--- src/hw/rtl/tgbc_pkg.sv ---
package tgbc_pkg;

  localparam int CFG_IDX_W = 2;
  localparam logic [CFG_IDX_W-1:0] CFG_MAP_LOADED = 2'd0;
  localparam logic [CFG_IDX_W-1:0] CFG_MAP_WIDTH  = 2'd1;
  localparam logic [CFG_IDX_W-1:0] CFG_MAP_HEIGHT = 2'd2;

  localparam logic MODE_WRITE = 1'b0;
  localparam logic MODE_QUERY = 1'b1;

  localparam int CFG_DATA_W = 8;
  localparam int DIM_W      = 8;
  localparam int POS_W      = 21;
  localparam int SIZE_W     = 20;
  localparam int TILE_IDX_W = 14;

  // whole-pixel edge position fed to the tile divider
  localparam int PX_W  = 17;
  // linear tile index inside a loaded map (row * width + col)
  localparam int IDX_W = 16;
  // signed tile coordinate used for clamping
  localparam int COORD_W = PX_W + 2;

endpackage

--- src/hw/rtl/tgbc_tile_div.sv ---
module tgbc_tile_div #(
  parameter int TILE_SIZE = 64
) (
  input  logic                         clk,
  input  logic [tgbc_pkg::PX_W-1:0]    px,
  output logic [tgbc_pkg::PX_W-1:0]    q
);

  localparam int DIV_K = tgbc_pkg::PX_W + $clog2(TILE_SIZE);
  localparam int MW    = DIV_K + 1;
  localparam longint unsigned DIV_M =
    ((64'd1 << DIV_K) + 64'(TILE_SIZE) - 64'd1) / 64'(TILE_SIZE);
  localparam logic [MW-1:0] RECIP = MW'(DIV_M);

  logic [tgbc_pkg::PX_W+MW-1:0] prod;

  // exact floor(px / TILE_SIZE) via reciprocal multiply
  assign prod = (tgbc_pkg::PX_W+MW)'(px) * (tgbc_pkg::PX_W+MW)'(RECIP);

  always_ff @(posedge clk) begin
    q <= prod[DIV_K +: tgbc_pkg::PX_W];
  end

endmodule

--- config.mk ---
export PLATFORM = sky130hd
export DESIGN_NAME = tgbc_tile_div
export DESIGN_NICKNAME = d
export VERILOG_FILES = /design/src/hw/rtl/tgbc_pkg.sv /design/src/hw/rtl/tgbc_tile_div.sv
export SDC_FILE = /design/constraint.sdc
export NUM_CORES = 1
export LEC_CHECK = 0
export BUFFER_PORTS_ARGS = -buffer_cell sky130_fd_sc_hd__buf_2
export CAP_MARGIN = 0
export CORE_AREA = 2 2 39 41
export CTS_BUF_LIST = sky130_fd_sc_hd__clkbuf_4 sky130_fd_sc_hd__clkbuf_8
export CTS_CLUSTER_DIAMETER = 150
export DETAILED_ROUTE_END_ITERATION = 6
export DIE_AREA = 0 0 41 43
export PLACE_DENSITY = 0.53
export SYNTH_ARGS = -nofsm -noshare
export SYNTH_HDL_FRONTEND = slang
export SYNTH_SLANG_ARGS = --single-unit
--- constraint.sdc ---
create_clock -name clk -period 0.8 [get_ports clk]
set_input_delay 0.12 -clock clk [delete_from_list [all_inputs] [get_ports clk]]
set_output_delay 0.12 -clock clk [all_outputs]
set_load 0.05 [all_outputs]
**Yosys cells after proc, flatten, opt, wreduce, memory -nomap -nowiden**

Cells that the tools add are included.

- Memory bits (read-only): 0
- Input port bits: 18
- Logic and storage cells: 1
- Latch bits: 0
- Memories kept: 0
- Output and inout bits: 17
- Bits in registers: 11
- Bits in writable memories: 0

- Divide/modulo/power cells: 0
- Multiply operators: 0
- Reduce and logical (&&, ||, !) cells: 0
- Equality and inequality tests: 0
- Add/sub/neg operators: 0
- Magnitude comparators: 0
- Shifts and indexed selects: 0
- Multiplexer cells: 0
- Bitwise gates (word level): 0

**Logic depth before layout (Yosys ltp)**

Gate-level depths: netlist of run 1.

- Depth after elaboration: 0
- Mapped depth: 1
- Mapped depth without buffers: 0

**Worst setup path after synthesis of run 1**

Ideal clock, no wire load.

- Path type: reg2out
- From: reg q[0] (netlist bit)
- To: out q[0] (netlist bit)
- Data required time: 0.680 ns
- Data arrival time: 0.587 ns
- Cell stages (with the launch flop): 1
- Slack: 0.093 ns
- Buffers on the path: 0
- Cells stage by stage: dfxtp_1

RTL lines:

| item | line | RTL |
|---|---|---|
| from (decl) | tgbc_tile_div.sv:6 | `output logic [tgbc_pkg::PX_W-1:0] q` |
| from (signal assigned) | tgbc_tile_div.sv:21 | `q <= prod[DIV_K +: tgbc_pkg::PX_W];` |

No word-level cell between the ends.

**Final worst setup path of run 1**

- From: reg q[3] (netlist bit)
- To: out q[3] (netlist bit)

No word-level cell between the ends.

==> results of run 1 <==
==> final timing paths <==
path / from / endpoint / depth (start not counted)
worst max-delay path: q[3] / q[3] / 1
worst min-delay path: px[9] / q[3] / 2
==> power breakdown <==
part           switching (mW)  internal, mW  total (mW)
logic                   0.192         0.128       0.320
clock network           0.165         0.226       0.391
registers              0.0191         0.584       0.603
total                   0.375         0.938        1.31
==> final cells by class <==
| class | count | share of cell area |
|---|---|---|
| repair buffers | 33 | 0.5158 |
| multi-input cells | 6 | 0.03557 |
| well taps | 16 | 0.03162 |
| clock buffers | 4 | 0.04743 |
| flip-flops and latches | 11 | 0.3696 |
==> synth_stat cells <==
| cell | instances | area share |
|---|---|---|
| dfxtp_1 | 11 | 0.82 |
| buf_4 | 6 | 0.17 |
| conb_1 | 1 | 0.014 |
==> per-layer routing <==
layer / up-vias / part of all wire / GRT usage
met5: - / 0 / 0
met4: 0 / 0.023 / 0.1000
met3: 2 / 0.16 / 0.03141
met2: 24 / 0.50 / 0.1688
met1: 99 / 0.32 / 0.03560
li1: 112 / - / -
==> stage by stage <==
| step | total power, mW | cell area (sq um) | util |
|---|---|---|---|
| CTS | 1.299 | 614.3 | 0.4439 |
| finish | 1.313 | 633.1 | 0.4575 |
| global route | 1.360 | 633.1 | 0.4575 |
| floorplan | 0.7858 | 287.8 | - |
| global placement | 0.8125 | 372.9 | 0.2694 |
| detailed placement | 0.8144 | 372.9 | 0.2694 |
==> what timing repair did <==
item                                    CTS  global route
pin swaps                                 0             0
endpoints found under the setup margin   11            11
resized for setup                        38             5
hold buffers                             11             0
setup buffers                             0             0
hold endpoints to repair                 11             0
==> logic make-up after synthesis <==
kind of cell	Yosys count	synth area share
other	1	0.01394
buffers and inverters	6	0.1674
flip-flops	11	0.8186
==> results.toml, run 1 <==
[outcome]
status = "finished, violations left"
violations = "negative setup slack"

[final_layout]
drive_gt1_frac = 0.6852
largest_reg_flops = 11
largestRegisters = "q: 11 flops"
regArea_sq_um = 234.0
final_cell_mix = "dlygate4sd3_1 (11), buf_2 (11), dfxtp_2 (11)"
final-instance-count-excl-fill = 70
insertedDiodeCount = 0
top_register = "q"
nets = 73
multi_input_area_sq_um = 22.52
syn_to_final_growth_pct = 135.3
fillers = 122

[setup_path]
critPathMaxStageDelay_ns = 0.34
critical_path_required_ns = 0.68
cp_max_fo = 1
critPathTopFamily = "flip-flops"
critPathCaptureType = "output port"
cp_data_arrival_time_ns = 0.74
path_buf_inv = 1
startpoint_type = "flop"
crit_chain = "buf_8"
path_class = "flop to output port"
cpMaxStageDelayCell = "dfxtp_2"

[global_route]
grt_first_pass_wirelength_um = 890
antenna_found_initial = 0
grt_max_degree = 7
grtUsageTotal = 0.08652
grt_pass1_vias = 227
gr-total-overflow = 0

[sta]
period_share = 1.078
final.hold.worst_slack_ns = 0.4980
period_needed_ns = 0.8626
fmax_mhz = 1159
rsz0062_at_grt = "yes"
final_hold_viol_count = 0
setup_violations = 11
finalSetupTns_ns = -0.5538
finalMaxSlewViolations = 0
setup_slack_ns = -0.06259

[routing]
wire_per_inst_um = 11.24
ant_nets = 0
dr.pass1.iters = 2
drt_iter0_markers = 1
drc = 0
avgViaCountPerCell = 3.386
vias = 237
routed_wl_um = 787

[die]
row_count = 14
die_area_sq_um = 1763
num_io_pins = 35
die_w_um = 41
coreArea_sq_um = 1384
start_util = 0.1944
fp.dieH_um = 43

[place]
hpwl_um = 356
dp_slack_ns = 0.1339
portBuffers = 22
place_inst = 55
place_congestion = 0.4199

[clock_network]
cts_buffers = 3
cts_tree = "built"
ctsRootBufferMaster = "clkbuf_4"
htree_levels = 1
path_clk_slew_ns = 0.07
cts_sinks = 11
cts_buffer_depth = 2

[synthesis]
ys_warn_count = 0
synth-seq-cells = 11
synthDistinctLibCells = 3
synth_seq_area_share = 0.8186
avgSynthCellArea_sq_um = 14.94
synth_area_sq_um = 269.0
syn_inst = 18

[pwr]
ir_worst_vdd_mv = 0.6842
p_per_area_nw_per_um2 = 2075
p_leak_nw = 0.3002

[worst_hold_path]
hold_class = "primary input to flop"

[flow_run]
drv_cap = 0
(Power assumes the default switching activity.)
==> run 2, diff against run 1 <==
BUFFER_PORTS_ARGS = unset   (was -buffer_cell sky130_fd_sc_hd__buf_2)
DONT_BUFFER_PORTS = 1   (was unset)
GPL_TIMING_DRIVEN = 1   (was unset)
PLACE_DENSITY = 0.3   (was 0.53)
==> run 2 against run 1 <==
First-iteration DRC count down 100%. Routed wire length down 28%. Combinational power up 2%. Design area up 0.59%. Worst setup slack better by 0.0042 ns. Critical path type unchanged. Utilization up 0.27 points. Sequential power up 0.8%. Maximum frequency up 0.48%. Sequential cell count unchanged. Cell count down 16%. The flow still finishes with violations (negative setup slack).
==> results.toml, run 2 (synthesis results as in run 1) <==
[outcome]
status = "finished, violations left"
violations = "negative setup slack"

[sta]
rsz0062_at_grt = "yes"
fmax_mhz = 1165
setup_slack_ns = -0.05843
finalSetupTns_ns = -0.5399
period_needed_ns = 0.8584
final_hold_viol_count = 0
period_share = 1.073
setup_violations = 11
finalMaxSlewViolations = 0

[place]
place_inst = 44
portBuffers = 0
place_congestion = 0.5318

[flow_run]
drv_cap = 0

[global_route]
antenna_found_initial = 0
met1_usage = 0.05229
gr-total-overflow = 0
grt-busiest-layer = "met2"
use_met3 = 0.04712
grt_first_pass_wirelength_um = 814
grt_pass1_vias = 203
grt_max_degree = 7
grtUsageTotal = 0.08174
grtUsageMet2 = 0.1281

[clock_network]
htree_levels = 1
cts_sinks = 11
cts_buffers = 3
cts_tree = "built"
cts_buffer_depth = 2
ctsRootBufferMaster = "clkbuf_4"
path_clk_slew_ns = 0.07
post_cts_buffers = 0

[setup_path]
crit_chain = "buf_12"
cpMaxStageDelayCell = "dfxtp_2"
critPathCaptureType = "output port"
critical_path_required_ns = 0.68
path_class = "flop to output port"
path_buf_inv = 1
critPathMaxStageDelay_ns = 0.35
cp_max_fo = 1
cp_data_arrival_time_ns = 0.74
crit_start = "q[0]"
critPathTopFamily = "flip-flops"
startpoint_type = "flop"

[worst_hold_path]
min_from = "px[9]"
min_to = "q[3]"
hold_class = "primary input to flop"
whs_path_depth = 1

[routing]
avgViaCountPerCell = 3.186
wire_per_inst_um = 9.644
routed_wl_um = 569
drt_iter0_markers = 0
vias = 188
dr.pass1.iters = 1
drc = 0
ant_nets = 0

[final_layout]
largest_reg_flops = 11
multi_input_area_sq_um = 22.52
syn_to_final_growth_pct = 136.7
insertedDiodeCount = 0
final-instance-count-excl-fill = 59
top_register = "q"
fillers = 128
regArea_sq_um = 234.0
drive_gt1_frac = 0.6047
final_cell_mix = "dlygate4sd3_1 (11), buf_12 (11), dfxtp_2 (11)"
nets = 62
largestRegisters = "q: 11 flops"

[pwr]
p_per_area_nw_per_um2 = 2081
ir_worst_vdd_mv = 0.8001
p_leak_nw = 0.2800
power_mw = 1.325

[die]
num_io_pins = 35
die_area_sq_um = 1763
row_count = 14
start_util = 0.1944
fp.dieH_um = 43
coreArea_sq_um = 1384
die_w_um = 41
[run 2: what timing repair did]
action / in CTS / in global routing
pin swaps: 0 / 0
endpoints found under the setup margin: 11 / 11
hold endpoints to repair: 11 / 0
hold buffers: 11 / 0
gates resized for setup: 11 / 0
[run 2: layout make-up]
class | count | area share
timing repair buffer | 22 | 0.5187
sequential | 11 | 0.3674
clock buffer | 4 | 0.04715
multi-input combinational | 6 | 0.03536
tap | 16 | 0.03143
[run 2: worst max path at each step]
stage	cells after the start	slack, ns	to
after floorplan	0	0.09	q[0]
after global placement	1	0.20	q[1]
after detailed placement	1	0.17	q[8]
after CTS	1	-0.09	q[8]
after global routing	1	-0.09	q[0]
final	1	-0.06	q[0]
[run 2: power by group]
part | internal (mW) | switching, mW
Combinational | 0.144 | 0.182
Clock | 0.226 | 0.166
Sequential | 0.584 | 0.0242
Total | 0.954 | 0.371
[run 2: per-stage QoR]
stage / hold slack [ns] / utilization / cell area [sq um] / setup WS (ns)
2_1_floorplan: 0.1477 / - / 287.8 / 0.09267
3_3_place_gp: 0.1478 / 0.3490 / 483.0 / 0.1974
3_5_place_dp: 0.1478 / 0.3490 / 483.0 / 0.1740
4_1_cts: 0.3898 / 0.4602 / 636.9 / -0.08595
5_1_grt: 0.3943 / 0.4602 / 636.9 / -0.09239
6_report: 0.4090 / 0.4602 / 636.9 / -0.05843
[run 2: per-layer routing]
metal / vias to the layer above / part of all wire
met4: 0 / 0
met5: - / 0
met3: 0 / 0.077
met2: 10 / 0.65
li1: 90 / -
met1: 88 / 0.27
